===== src/rtl/sptg_pkg.sv =====
// shared types and constants of the spectral peak track grouper
package sptg_pkg;

   // field widths of the item, result and register channels
   localparam int TIME_W = 16;
   localparam int FREQ_W = 12;
   localparam int CSR_W  = 8;
   localparam int CSR_IDX_W = 2;

   // most results one flush reports
   localparam int RESULT_CAP = 32;
   localparam int RES_CNT_W  = $clog2(RESULT_CAP + 1);

   // groups holding this many peaks or fewer are pruned when stale
   localparam logic [1:0] SMALL_GROUP = 2'd2;
   localparam logic [1:0] COUNT_SAT   = 2'd3;

   // item opcodes
   localparam logic OP_PEAK  = 1'b0;
   localparam logic OP_FLUSH = 1'b1;

   // register indexes
   localparam logic [CSR_IDX_W-1:0] CSR_MARGIN_BELOW = 2'd0;
   localparam logic [CSR_IDX_W-1:0] CSR_MARGIN_ABOVE = 2'd1;
   localparam logic [CSR_IDX_W-1:0] CSR_MARGIN_SAME  = 2'd2;
   localparam logic [CSR_IDX_W-1:0] CSR_MIN_SPAN     = 2'd3;

   // controller states
   typedef enum logic [3:0] {
      ST_IDLE      = 4'b0001,
      ST_SCAN      = 4'b0010,
      ST_FLUSH     = 4'b0100,
      ST_FLUSH_END = 4'b1000
   } state_type;

   // controller to datapath
   typedef struct packed {
      logic capture;
      logic prune;
      logic take;
      logic advance;
      logic alloc;
      logic fl_step;
      logic emit_last;
   } cmd_type;

   // datapath to controller
   typedef struct packed {
      logic in_range;
      logic at_end;
      logic prune;
      logic match;
      logic qualify;
      logic cap;
      logic pend_valid;
      logic out_free;
   } status_type;

endpackage


===== src/rtl/sptg_ctrl.sv =====
// controller state machine of the spectral peak track grouper
module sptg_ctrl
   import sptg_pkg::*;
(
   input  logic       clock,
   input  logic       reset,
   input  logic       req_valid,
   input  logic       req_opcode,
   output logic       req_stall,
   input  status_type status,
   output cmd_type    cmd
);

   state_type state_ff, state_in;
   logic      accept;

   assign req_stall = (state_ff != ST_IDLE);
   assign accept    = req_valid && !req_stall;

   // next state and commands
   always_comb begin
      state_in = state_ff;
      cmd      = '0;
      unique case (state_ff)
         ST_IDLE: begin
            if (accept) begin
               cmd.capture = 1'b1;
               if (req_opcode == OP_FLUSH) begin
                  state_in = ST_FLUSH;
               end else if (status.in_range) begin
                  state_in = ST_SCAN;
               end
            end
         end
         ST_SCAN: begin
            priority if (status.at_end) begin
               cmd.alloc = 1'b1;
               state_in  = ST_IDLE;
            end else if (status.prune) begin
               cmd.prune = 1'b1;
            end else if (status.match) begin
               cmd.take = 1'b1;
               state_in = ST_IDLE;
            end else begin
               cmd.advance = 1'b1;
            end
         end
         ST_FLUSH: begin
            priority if (status.at_end || status.cap) begin
               state_in = ST_FLUSH_END;
            end else if (status.qualify && status.pend_valid && !status.out_free) begin
               state_in = ST_FLUSH;
            end else begin
               cmd.fl_step = 1'b1;
            end
         end
         ST_FLUSH_END: begin
            if (status.out_free) begin
               cmd.emit_last = 1'b1;
               state_in      = ST_IDLE;
            end
         end
         default: state_in = ST_IDLE;
      endcase
   end

   // state register
   always_ff @(posedge clock) begin
      if (reset) begin
         state_ff <= ST_IDLE;
      end else begin
         state_ff <= state_in;
      end
   end

endmodule


===== src/rtl/sptg_datapath.sv =====
// group table, scan pointer, pending box and result register
module sptg_datapath
   import sptg_pkg::*;
#(
   parameter int MAX_GROUPS = 32,
   parameter int FREQ_BINS  = 4096,
   parameter int TIME_STEPS = 65536
) (
   input  logic                 clock,
   input  logic                 reset,
   input  logic [TIME_W-1:0]    req_time_index,
   input  logic [FREQ_W-1:0]    req_freq_bin,
   input  logic                 csr_write_en,
   input  logic [CSR_IDX_W-1:0] csr_index,
   input  logic [CSR_W-1:0]     csr_write_data,
   input  cmd_type              cmd,
   output status_type           status,
   output logic                 rsp_valid,
   input  logic                 rsp_stall,
   output logic                 rsp_group_found,
   output logic [TIME_W-1:0]    rsp_first_time,
   output logic [TIME_W-1:0]    rsp_final_time,
   output logic [FREQ_W-1:0]    rsp_low_freq,
   output logic [FREQ_W-1:0]    rsp_high_freq,
   output logic                 rsp_overflowed,
   output logic                 rsp_last_result
);

   localparam int SW = (MAX_GROUPS > 1) ? $clog2(MAX_GROUPS) : 1;
   localparam int CW = $clog2(MAX_GROUPS + 1);

   // configuration
   logic [CSR_W-1:0] margin_below_ff, margin_above_ff, margin_same_ff, min_span_ff;

   // group table
   logic [MAX_GROUPS-1:0] valid_ff;
   logic [SW-1:0]         order_ff     [MAX_GROUPS];
   logic [TIME_W-1:0]     first_ff     [MAX_GROUPS];
   logic [TIME_W-1:0]     last_ff      [MAX_GROUPS];
   logic [FREQ_W-1:0]     minf_ff      [MAX_GROUPS];
   logic [FREQ_W-1:0]     maxf_ff      [MAX_GROUPS];
   logic [FREQ_W-1:0]     rowlo_ff     [MAX_GROUPS];
   logic [FREQ_W-1:0]     rowhi_ff     [MAX_GROUPS];
   logic [1:0]            count_ff     [MAX_GROUPS];

   logic [CW-1:0]         n_ff, r_ff;
   logic [RES_CNT_W-1:0]  res_cnt_ff;
   logic                  drop_ff;
   logic [TIME_W-1:0]     item_t_ff;
   logic [FREQ_W-1:0]     item_f_ff;

   // box waiting to learn whether it is the last one
   logic                  pend_valid_ff;
   logic [TIME_W-1:0]     pend_first_ff, pend_final_ff;
   logic [FREQ_W-1:0]     pend_low_ff, pend_high_ff;

   // result register
   logic                  rsp_valid_ff, rsp_found_ff, rsp_over_ff, rsp_last_ff;
   logic [TIME_W-1:0]     rsp_first_ff, rsp_final_ff;
   logic [FREQ_W-1:0]     rsp_low_ff, rsp_high_ff;

   logic [SW-1:0]         cur_s, free_s;
   logic                  free_found;
   logic [TIME_W-1:0]     cur_first, cur_last, span;
   logic [FREQ_W-1:0]     cur_lo, cur_hi;
   logic [1:0]            cur_count;
   logic [TIME_W:0]       t17, lt1;
   logic [FREQ_W:0]       f13, lo13, hi13;
   logic                  next_row, same_row, next_ok, same_ok;
   logic                  push, out_free;

   // current group under the scan pointer
   assign cur_s     = order_ff[r_ff[SW-1:0]];
   assign cur_first = first_ff[cur_s];
   assign cur_last  = last_ff[cur_s];
   assign cur_lo    = rowlo_ff[cur_s];
   assign cur_hi    = rowhi_ff[cur_s];
   assign cur_count = count_ff[cur_s];

   // time and frequency windows
   assign t17  = {1'b0, item_t_ff};
   assign lt1  = {1'b0, cur_last} + 17'd1;
   assign f13  = {1'b0, item_f_ff};
   assign lo13 = {1'b0, cur_lo};
   assign hi13 = {1'b0, cur_hi};
   assign next_row = (lt1 == t17);
   assign same_row = (cur_last == item_t_ff);
   assign next_ok  = next_row && (f13 + {5'd0, margin_below_ff} >= lo13)
                              && (f13 <= hi13 + {5'd0, margin_above_ff});
   assign same_ok  = same_row && (f13 + {5'd0, margin_same_ff} >= lo13)
                              && (f13 <= hi13 + {5'd0, margin_same_ff});
   assign span     = cur_last - cur_first;

   // lowest free slot
   always_comb begin
      free_found = 1'b0;
      free_s     = '0;
      for (int i = MAX_GROUPS - 1; i >= 0; i--) begin
         if (!valid_ff[i]) begin
            free_found = 1'b1;
            free_s     = SW'(i);
         end
      end
   end

   assign out_free = !rsp_valid_ff || !rsp_stall;

   // status to the controller
   always_comb begin
      status            = '0;
      status.in_range   = (32'(req_freq_bin) < 32'(FREQ_BINS)) &&
                          (32'(req_time_index) < 32'(TIME_STEPS));
      status.at_end     = (r_ff == n_ff);
      status.prune      = (lt1 < t17) && (cur_count <= SMALL_GROUP);
      status.match      = next_ok || same_ok;
      status.qualify    = (cur_last >= cur_first) && (span >= {8'd0, min_span_ff});
      status.cap        = (res_cnt_ff == RES_CNT_W'(RESULT_CAP));
      status.pend_valid = pend_valid_ff;
      status.out_free   = out_free;
   end

   assign push = (cmd.fl_step && status.qualify && pend_valid_ff) || cmd.emit_last;

   // control state and configuration
   always_ff @(posedge clock) begin
      if (reset) begin
         valid_ff        <= '0;
         n_ff            <= '0;
         r_ff            <= '0;
         res_cnt_ff      <= '0;
         drop_ff         <= 1'b0;
         pend_valid_ff   <= 1'b0;
         rsp_valid_ff    <= 1'b0;
         margin_below_ff <= 8'd1;
         margin_above_ff <= 8'd3;
         margin_same_ff  <= 8'd1;
         min_span_ff     <= 8'd2;
      end else begin
         if (csr_write_en) begin
            unique case (csr_index)
               CSR_MARGIN_BELOW: margin_below_ff <= csr_write_data;
               CSR_MARGIN_ABOVE: margin_above_ff <= csr_write_data;
               CSR_MARGIN_SAME:  margin_same_ff  <= csr_write_data;
               CSR_MIN_SPAN:     min_span_ff     <= csr_write_data;
               default: ;
            endcase
         end
         if (cmd.capture) begin
            r_ff <= '0;
         end
         if (cmd.prune) begin
            valid_ff[cur_s] <= 1'b0;
            n_ff            <= n_ff - CW'(1);
         end
         if (cmd.advance) begin
            r_ff <= r_ff + CW'(1);
         end
         if (cmd.alloc) begin
            if (free_found) begin
               valid_ff[free_s] <= 1'b1;
               n_ff             <= n_ff + CW'(1);
            end else begin
               drop_ff <= 1'b1;
            end
         end
         if (cmd.fl_step) begin
            r_ff <= r_ff + CW'(1);
            if (status.qualify) begin
               pend_valid_ff <= 1'b1;
               res_cnt_ff    <= res_cnt_ff + RES_CNT_W'(1);
            end
         end
         if (cmd.emit_last) begin
            valid_ff      <= '0;
            n_ff          <= '0;
            drop_ff       <= 1'b0;
            pend_valid_ff <= 1'b0;
            res_cnt_ff    <= '0;
         end
         if (push) begin
            rsp_valid_ff <= 1'b1;
         end else if (!rsp_stall) begin
            rsp_valid_ff <= 1'b0;
         end
      end
   end

   // table contents, pending box and result payload
   always_ff @(posedge clock) begin
      if (cmd.capture) begin
         item_t_ff <= req_time_index;
         item_f_ff <= req_freq_bin;
      end
      // close the gap left by a pruned group
      if (cmd.prune) begin
         for (int k = 0; k < MAX_GROUPS - 1; k++) begin
            if (CW'(k) >= r_ff) begin
               order_ff[k] <= order_ff[k + 1];
            end
         end
      end
      // peak joins the current group
      if (cmd.take) begin
         if (next_row) begin
            rowlo_ff[cur_s] <= item_f_ff;
            rowhi_ff[cur_s] <= item_f_ff;
            last_ff[cur_s]  <= item_t_ff;
         end else begin
            if (item_f_ff < cur_lo) rowlo_ff[cur_s] <= item_f_ff;
            if (item_f_ff > cur_hi) rowhi_ff[cur_s] <= item_f_ff;
         end
         if (item_f_ff < minf_ff[cur_s]) minf_ff[cur_s] <= item_f_ff;
         if (item_f_ff > maxf_ff[cur_s]) maxf_ff[cur_s] <= item_f_ff;
         if (cur_count != COUNT_SAT) count_ff[cur_s] <= cur_count + 2'd1;
      end
      // peak opens a new group
      if (cmd.alloc && free_found) begin
         first_ff[free_s]           <= item_t_ff;
         last_ff[free_s]            <= item_t_ff;
         minf_ff[free_s]            <= item_f_ff;
         maxf_ff[free_s]            <= item_f_ff;
         rowlo_ff[free_s]           <= item_f_ff;
         rowhi_ff[free_s]           <= item_f_ff;
         count_ff[free_s]           <= 2'd1;
         order_ff[n_ff[SW-1:0]]     <= free_s;
      end
      // flush: qualifying box goes to pending, previous pending goes out
      if (cmd.fl_step && status.qualify) begin
         pend_first_ff <= cur_first;
         pend_final_ff <= cur_last;
         pend_low_ff   <= minf_ff[cur_s];
         pend_high_ff  <= maxf_ff[cur_s];
      end
      if (push) begin
         rsp_found_ff <= cmd.emit_last ? pend_valid_ff : 1'b1;
         rsp_first_ff <= (cmd.emit_last && !pend_valid_ff) ? '0 : pend_first_ff;
         rsp_final_ff <= (cmd.emit_last && !pend_valid_ff) ? '0 : pend_final_ff;
         rsp_low_ff   <= (cmd.emit_last && !pend_valid_ff) ? '0 : pend_low_ff;
         rsp_high_ff  <= (cmd.emit_last && !pend_valid_ff) ? '0 : pend_high_ff;
         rsp_over_ff  <= drop_ff;
         rsp_last_ff  <= cmd.emit_last;
      end
   end

   assign rsp_valid       = rsp_valid_ff;
   assign rsp_group_found = rsp_found_ff;
   assign rsp_first_time  = rsp_first_ff;
   assign rsp_final_time  = rsp_final_ff;
   assign rsp_low_freq    = rsp_low_ff;
   assign rsp_high_freq   = rsp_high_ff;
   assign rsp_overflowed  = rsp_over_ff;
   assign rsp_last_result = rsp_last_ff;

endmodule


===== src/rtl/spectral_peak_track_grouper.sv =====
// top level of the spectral peak track grouper
// Groups spectrogram peaks into time-frequency tracks. A peak item walks the
// group table in creation order, one group per cycle, pruning small stale
// groups and stopping at the first group that takes it, or opening a new
// group after the last one if a slot is free; a peak outside the table's
// time or frequency range is ignored. A flush visits the live groups in
// turn, one per cycle while the result side does not stall, stopping early
// once the result cap is reached, and reports qualifying boxes through a
// one-deep result register, the final box flagged last. Inputs are stalled
// while an item is at work.
module spectral_peak_track_grouper
   import sptg_pkg::*;
#(
   parameter int MAX_GROUPS = 32,
   parameter int FREQ_BINS  = 4096,
   parameter int TIME_STEPS = 65536
) (
   input  logic                 clock,
   input  logic                 reset,
   input  logic                 req_valid,
   output logic                 req_stall,
   input  logic                 req_opcode,
   input  logic [TIME_W-1:0]    req_time_index,
   input  logic [FREQ_W-1:0]    req_freq_bin,
   output logic                 rsp_valid,
   input  logic                 rsp_stall,
   output logic                 rsp_group_found,
   output logic [TIME_W-1:0]    rsp_first_time,
   output logic [TIME_W-1:0]    rsp_final_time,
   output logic [FREQ_W-1:0]    rsp_low_freq,
   output logic [FREQ_W-1:0]    rsp_high_freq,
   output logic                 rsp_overflowed,
   output logic                 rsp_last_result,
   input  logic                 csr_write_en,
   input  logic [CSR_IDX_W-1:0] csr_index,
   input  logic [CSR_W-1:0]     csr_write_data
);

   cmd_type    cmd;
   status_type status;

   // controller
   sptg_ctrl u_ctrl (
      .clock      (clock),
      .reset      (reset),
      .req_valid  (req_valid),
      .req_opcode (req_opcode),
      .req_stall  (req_stall),
      .status     (status),
      .cmd        (cmd)
   );

   // datapath
   sptg_datapath #(
      .MAX_GROUPS (MAX_GROUPS),
      .FREQ_BINS  (FREQ_BINS),
      .TIME_STEPS (TIME_STEPS)
   ) u_datapath (
      .clock           (clock),
      .reset           (reset),
      .req_time_index  (req_time_index),
      .req_freq_bin    (req_freq_bin),
      .csr_write_en    (csr_write_en),
      .csr_index       (csr_index),
      .csr_write_data  (csr_write_data),
      .cmd             (cmd),
      .status          (status),
      .rsp_valid       (rsp_valid),
      .rsp_stall       (rsp_stall),
      .rsp_group_found (rsp_group_found),
      .rsp_first_time  (rsp_first_time),
      .rsp_final_time  (rsp_final_time),
      .rsp_low_freq    (rsp_low_freq),
      .rsp_high_freq   (rsp_high_freq),
      .rsp_overflowed  (rsp_overflowed),
      .rsp_last_result (rsp_last_result)
   );

`ifndef SYNTHESIS
   // a finished flush leaves a last result on the output
   a_last_out: assert property (@(posedge clock) disable iff (reset)
      cmd.emit_last |=> (rsp_valid && rsp_last_result))
      else $error("flush end did not present a last result");

   // the block is free for a new item right after a flush ends
   a_idle_after_flush: assert property (@(posedge clock) disable iff (reset)
      cmd.emit_last |=> !req_stall)
      else $error("block still busy after flush");

   // one table action per cycle
   a_one_action: assert property (@(posedge clock) disable iff (reset)
      $onehot0({cmd.prune, cmd.take, cmd.advance, cmd.alloc}))
      else $error("conflicting table commands");

   // a stalled result is never overwritten
   a_no_overwrite: assert property (@(posedge clock) disable iff (reset)
      (rsp_valid && rsp_stall) |-> !(cmd.emit_last || (cmd.fl_step && status.qualify
                                    && status.pend_valid)))
      else $error("result overwritten while stalled");
`endif

endmodule

===== config.mk =====
export PLATFORM = sky130hd
export DESIGN_NAME = spectral_peak_track_grouper
export DESIGN_NICKNAME = d
export VERILOG_FILES = /design/src/rtl/sptg_pkg.sv /design/src/rtl/sptg_ctrl.sv /design/src/rtl/sptg_datapath.sv /design/src/rtl/spectral_peak_track_grouper.sv
export SDC_FILE = /design/constraint.sdc
export NUM_CORES = 2
export LEC_CHECK = 0
export BUFFER_PORTS_ARGS = -buffer_cell sky130_fd_sc_hd__buf_2
export CAP_MARGIN = 20
export CORE_MARGIN = 2
export CORE_UTILIZATION = 30
export CTS_CLUSTER_SIZE = 14
export DETAILED_ROUTE_END_ITERATION = 6
export PLACE_DENSITY_LB_ADDON = 0.12
export RECOVER_POWER = 50
export SYNTH_ARGS = -nofsm -noshare
export SYNTH_HDL_FRONTEND = slang
export SYNTH_HIERARCHICAL = 1
export SYNTH_SLANG_ARGS = --single-unit
export TNS_END_PERCENT = 5

===== constraint.sdc =====
create_clock -name clock -period 15.1 [get_ports clock]
set_input_delay 3.02 -clock clock [delete_from_list [all_inputs] [get_ports clock]]
set_output_delay 3.02 -clock clock [all_outputs]
set_load 0.01 [all_outputs]

### Word-level counts from Yosys, hierarchy flattened

Memories as Yosys holds them, arrays and structs flattened. A register that Yosys moved wholly into a read port is not among the register bits.
Index checks and enable logic that the tools add are counted.

| storage, ports and cells | value |
|---|---|
| memories | 8 |
| latch bits | 0 |
| word-level logic and storage cells | 400 |
| register bits | 232 |
| bits in read-only memories | 0 |
| RAM bits | 2784 |

Memory list:

| memory | depth | width | read ports | clocked after Yosys merged registers in | wr ports | RTL line | source |
|---|---|---|---|---|---|---|---|
| u_datapath.first_ff | 32 | 16 | 1 | 0 | 1 | sptg_datapath.sv:38 | `logic [TIME_W-1:0] first_ff [MAX_GROUPS];` |
| u_datapath.last_ff | 32 | 16 | 1 | 0 | 1 | sptg_datapath.sv:39 | `logic [TIME_W-1:0] last_ff [MAX_GROUPS];` |
| u_datapath.maxf_ff | 32 | 12 | 1 | 0 | 1 | sptg_datapath.sv:41 | `logic [FREQ_W-1:0] maxf_ff [MAX_GROUPS];` |
| u_datapath.minf_ff | 32 | 12 | 1 | 0 | 1 | sptg_datapath.sv:40 | `logic [FREQ_W-1:0] minf_ff [MAX_GROUPS];` |
| u_datapath.rowhi_ff | 32 | 12 | 1 | 0 | 1 | sptg_datapath.sv:43 | `logic [FREQ_W-1:0] rowhi_ff [MAX_GROUPS];` |
| u_datapath.rowlo_ff | 32 | 12 | 1 | 0 | 1 | sptg_datapath.sv:42 | `logic [FREQ_W-1:0] rowlo_ff [MAX_GROUPS];` |
| +2 memories | n/a | n/a | n/a | n/a | n/a | n/a |  |

| operators by class | value |
|---|---|
| multiplexer cells | 243 |
| magnitude comparators | 47 |
| multipliers | 0 |
| equality and inequality tests | 19 |
| divide/modulo/power cells | 0 |
| bitwise logic cells | 6 |
| shift operators | 0 |
| add/sub/neg operators | 11 |
| reductions and logical operators | 41 |

Operators by type and width:

| kind | count |
|---|---|
| two-way mux 5 bit | 42 |
| two-way mux 1 bit | 169 |
| two-way mux 32 bit | 4 |
| >= comparator 5 x 6 -> 1 bit (first input constant) | 15 |
| two-way mux 12 bit | 6 |
| adder 12 x 8 -> 13 bit | 4 |
| >= comparator 4 x 6 -> 1 bit (first input constant) | 8 |
| OR reduction 12 bit | 4 |
| two-way mux 6 bit | 6 |
| bitwise AND 32 bit | 1 |
| two-way mux 4 bit | 8 |
| inverter 32 bit | 1 |
| bitwise OR 32 bit | 1 |
| >= comparator 13 x 12 -> 1 bit | 2 |
| <= comparator 12 x 13 -> 1 bit | 2 |
| >= comparator 3 x 6 -> 1 bit (first input constant) | 4 |
| greater-than comparator 12 bit | 2 |
| less-than comparator 12 bit | 2 |
| adder 6 x 1 -> 6 bit (second input constant) | 3 |
| adder 16 x 1 -> 17 bit (second input constant) | 1 |
| equality test 17 x 16 -> 1 bit | 1 |
| less-than comparator 17 x 16 -> 1 bit | 1 |
| equality test 16 bit | 1 |
| >= comparator 16 bit | 1 |
| other kinds (39) | 78 |

### Logic depth before layout (Yosys ltp)

| logic depth | value |
|---|---|
| depth in word-level cells | 39 |
| depth in mapped cells | 48 |
| depth with buffers taken out | 34 |

### By module

The synthesis kept the hierarchy.

By module, submodules not included:

| module | area an instance (µm²) | cells an instance | instances |
|---|---|---|---|
| sptg_datapath | 124521.9 | 7389 | 1 |
| sptg_ctrl | 329.1 | 41 | 1 |

### Worst setup path before layout

No wires, ideal clock.

| timing | value |
|---|---|
| path type | flip-flop to flip-flop |
| start point | register (tool-made name) |
| end point | register u_datapath.rsp_final_ff[0] (netlist: u_datapath/rsp_final_time[0]), enable pin |
| buffers on the path | 15 |
| cell stages (with the launch flop) | 43 |
| arrival | 13583 ps |
| setup slack | 1104 ps |
| cells stage by stage | dfxtp_1 > buf_6 > buf_6 > buf_6 > buf_6 > buf_4 > nand4b_2 > nand4_2 > buf_6 > buf_8 > buf_6 > buf_6 > buf_6 > buf_8 > buf_6 > buf_6 > buf_6 > buf_2 > [7 not listed] > a21boi_0 > o21a_1 > o21ai_0 > nand2_1 > a21oi_1 > xnor2_1 > ha_1 > a2111oi_0 > nand3_1 > nor4_1 > a31oi_1 > nand2_1 > o211ai_1 > inv_1 > inv_1 > a311oi_1 > a21oi_1 > inv_1 |

RTL lines:

| item | RTL line | source |
|---|---|---|
| end signal: assignment | sptg_datapath.sv:237 | `rsp_final_ff <= (cmd.emit_last && !pend_valid_ff) ? '0 : pend_final_ff;` |
| end: declaration | sptg_datapath.sv:59 | `logic [TIME_W-1:0] rsp_first_ff, rsp_final_ff;` |

==> flow_metrics.tcl <==
set metrics [dict create \
    synth_nets 7657 \
    overflow 0 \
    power_density_mw_per_mm2 138 \
    synthDominantCellAreaShare_pct 68.9 \
    grtUsageTotal_pct 21.2 \
    clock-sinks 3021 \
    violations "max-capacitance violations, max-slew violations" \
    core_area_mm2 0.414 \
    seq_area_frac_synth_pct 71.4 \
    leakagePower_nw 46.8 \
    start_kind "flip-flop" \
    multi_input_area_mm2 0.0334 \
    area_growth_pct 15.6 \
    cts_max_path_buffers 4 \
    fin_hold_ws_ns 0.416 \
    cts_hold_buf 0 \
    synth_edf_count 2863 \
    clk_pin_slew_ns 0.06 \
    fin_nets 8064 \
    hold_class "flip-flop to flip-flop" \
    cap_viol_max_count 76 \
    arrival_ns 13.13 \
    grt_pass1_vias 72018 \
    rows 236 \
    rsz0062_at_grt "no" \
    finalClockSkew_ns 0.0665 \
    synth.distinct_cells 107 \
    peakVddDrop_uv 85.7 \
    port_buffers 104 \
    min_from "u_datapath/drop_ff$_SDFFE_PP0P_" \
    cts_resized 0 \
    setup_viol 0 \
    tightest_slew_ns 5.69 \
    clock_latency_ns 0.98 \
    yosys.area.top_type "edfxtp_1" \
    timing.rr.end "u_datapath/rowhi_ff[2][4]$_DFFE_PP_" \
    yosysMostFrequentCell "edfxtp_1" \
    die_h_um 649 \
    ys_warn_count 6 \
    hold_depth 0 \
    ys.flop_type "edfxtp_1" \
    async_reset_ff_share_pct 0 \
    ioPinCount 105 \
    post-cts-setup-buffers 0 \
    hold_viol_final 0 \
    die_w_um 649 \
    outcome "complete, but fails checks" \
    power_mw 19.9 \
    cts-buffers-inserted 349 \
    wl_per_cell_um 33.7 \
    worst_path_max_delay_cell "nand2_1" \
    drv_slew 3224 \
    cpPeakStageDelay_ns 0.91 \
    gp_congestion 0.886 \
    crit_required_ns 15.79 \
    root_buffer "clkbuf_16" \
    cts_tree "done" \
    max_freq_ghz 0.0803 \
    die-area_mm2 0.421 \
    slew_headroom_pct -279 \
    num-fill-cells 39166 \
    grt_max_degree 109 \
    critPathCaptureType "flip-flop" \
    avgViaCountPerCell 5.38 \
    grt_first_pass_wirelength_mm 623 \
    synthCells 7430 \
    min_period_over_period_pct 82.4 \
    worstRegToRegCells 35 \
    synth-seq-cells 3021 \
    htree_levels 5 \
    worst_path_most_repeated_cell "buf_4" \
    ant_nets 0 \
    initial_core_util_pct 30.2 \
    hold_end "u_datapath/rsp_overflowed$_DFFE_PP_" \
    tns_ns 0 \
    drc 0 \
    dp_hpwl_mm 296 \
    antenna_found_initial 15 \
    ff_latch_area_mm2 0.0891 \
    synth.cell_area_mm2 0.125 \
    layout-drive-gt1-share_pct 18.8 \
    worst-setup-path-type "flip-flop to flip-flop" \
    synthTopCellsByCount "edfxtp_1, nand2_1, mux4_2, o21ai_0, a21oi_1" \
    drt_iter0_markers 8116 \
    synth_area_leaders "edfxtp_1, mux4_2, dfxtp_1" \
    wl_mm 458 \
    drt-pass1-iter-count 6 \
    vias 73127 \
    reg2reg_setup_slack_ns 2.65 \
    cp_max_fo 41 \
    avgSynthCellArea_um2 16.8 \
    layout_min_cycle_time_ns 12.45 \
]
==> layout by cell type, fill, tap and decap left out, types with 169 or more instances in the layout <==
| cell type | n |
|---|---|
| a21oi_1 | 274 |
| a22oi_1 | 202 |
| buf_4 | 244 |
| clkbuf_1 | 214 |
| clkbuf_16 | 353 |
| edfxtp_1 | 2863 |
| ha_1 | 178 |
| inv_1 | 169 |
| mux2i_1 | 256 |
| mux4_2 | 525 |
| nand2_1 | 759 |
| o21ai_0 | 268 |
==> how the worst max path moves through the flow <==
stage / startpoint / end
global placement: flip-flop / u_datapath/rowhi_ff[0][11]$_DFFE_PP_
floorplan: flip-flop / u_datapath/rsp_final_time[0]$_SDFFCE_PP0P_
detailed placement: flip-flop / u_datapath/rowhi_ff[0][10]$_DFFE_PP_
CTS: flip-flop / u_datapath/rowhi_ff[0][1]$_DFFE_PP_
finish: flip-flop / u_datapath/rowhi_ff[2][4]$_DFFE_PP_
global route: flip-flop / u_datapath/rowhi_ff[2][4]$_DFFE_PP_
==> kinds of logic after synthesis <==
logic type | Yosys count | share of synthesized area [%]
other cells | 1 | 0.00300
simple gates | 1458 | 5.59
xor+xnor | 93 | 0.652
flops | 3021 | 71.4
fa+ha+maj | 183 | 1.86
mux | 805 | 11.8
compound gates | 1292 | 6.49
buf+inv | 577 | 2.25
==> stage by stage <==
step / setup slack [ns] / instance area [um^2] / instances / util, %
finish: 2.65 / 144000 / 13605 / 34.9
global route: 2.24 / 144000 / 13597 / 34.9
CTS: 2.72 / 145000 / 13595 / 35.0
detailed placement: 2.78 / 133000 / 12959 / 32.3
global placement: 2.80 / 133000 / 12943 / 32.2
floorplan: 1.10 / 125000 / 7430 / -
==> worst max-delay path, delay by kind of cell (launching register included) <==
family	cells	cell delay, ns
and+or+nand+nor	3	1.77
xor gates and xnor gates	1	0.08
muxes	3	1.67
adders and majority gates	3	0.89
AOI/OAI and AO/OA	17	4.00
DFF	1	0.74
buffers and inverters	8	2.81
==> power breakdown <==
| part | switching, mW | total (mW) | leakage (nW) | internal [mW] |
|---|---|---|---|---|
| sequential | 0.0355 | 9.67 | 27.0 | 9.63 |
| clock | 3.55 | 8.42 | 5.47 | 4.87 |
| combinational | 1.35 | 1.80 | 14.3 | 0.444 |
| total | 4.94 | 19.9 | 46.8 | 14.9 |
==> final cells by class <==
class                           count  share of cell area (%)
Tap cell                         5474                    4.74
Clock inverter                    214                    1.47
Clock buffer                      422                    6.34
Sequential cell                  3021                    61.8
Multi-Input combinational cell   3832                    23.1
Inverter                          172                   0.449
Antenna cell                        9                  0.0156
Timing Repair Buffer              461                    2.10
==> sequential cells by signal (all words and copies together) (netlist names), 32 cells and up, named ones only <==
register and cells:
u_datapath/rowlo_ff 384, u_datapath/count_ff 64, u_datapath/minf_ff 384, u_datapath/order_ff 160, u_datapath/rowhi_ff 384, u_datapath/last_ff 512, u_datapath/maxf_ff 384, u_datapath/valid_ff 32
u_datapath/first_ff 512
==> routing by layer <==
layer | track usage, % | wire length [um] | vias to the layer above
met3 | 2.95 | 27300 | 623
met2 | 34.3 | 214000 | 2788
met4 | 7.07 | 17900 | 2
met1 | 29.3 | 199000 | 39270
li1 | - | - | 30444
met5 | 0 | 13 | -
(Power assumes the default switching activity.)
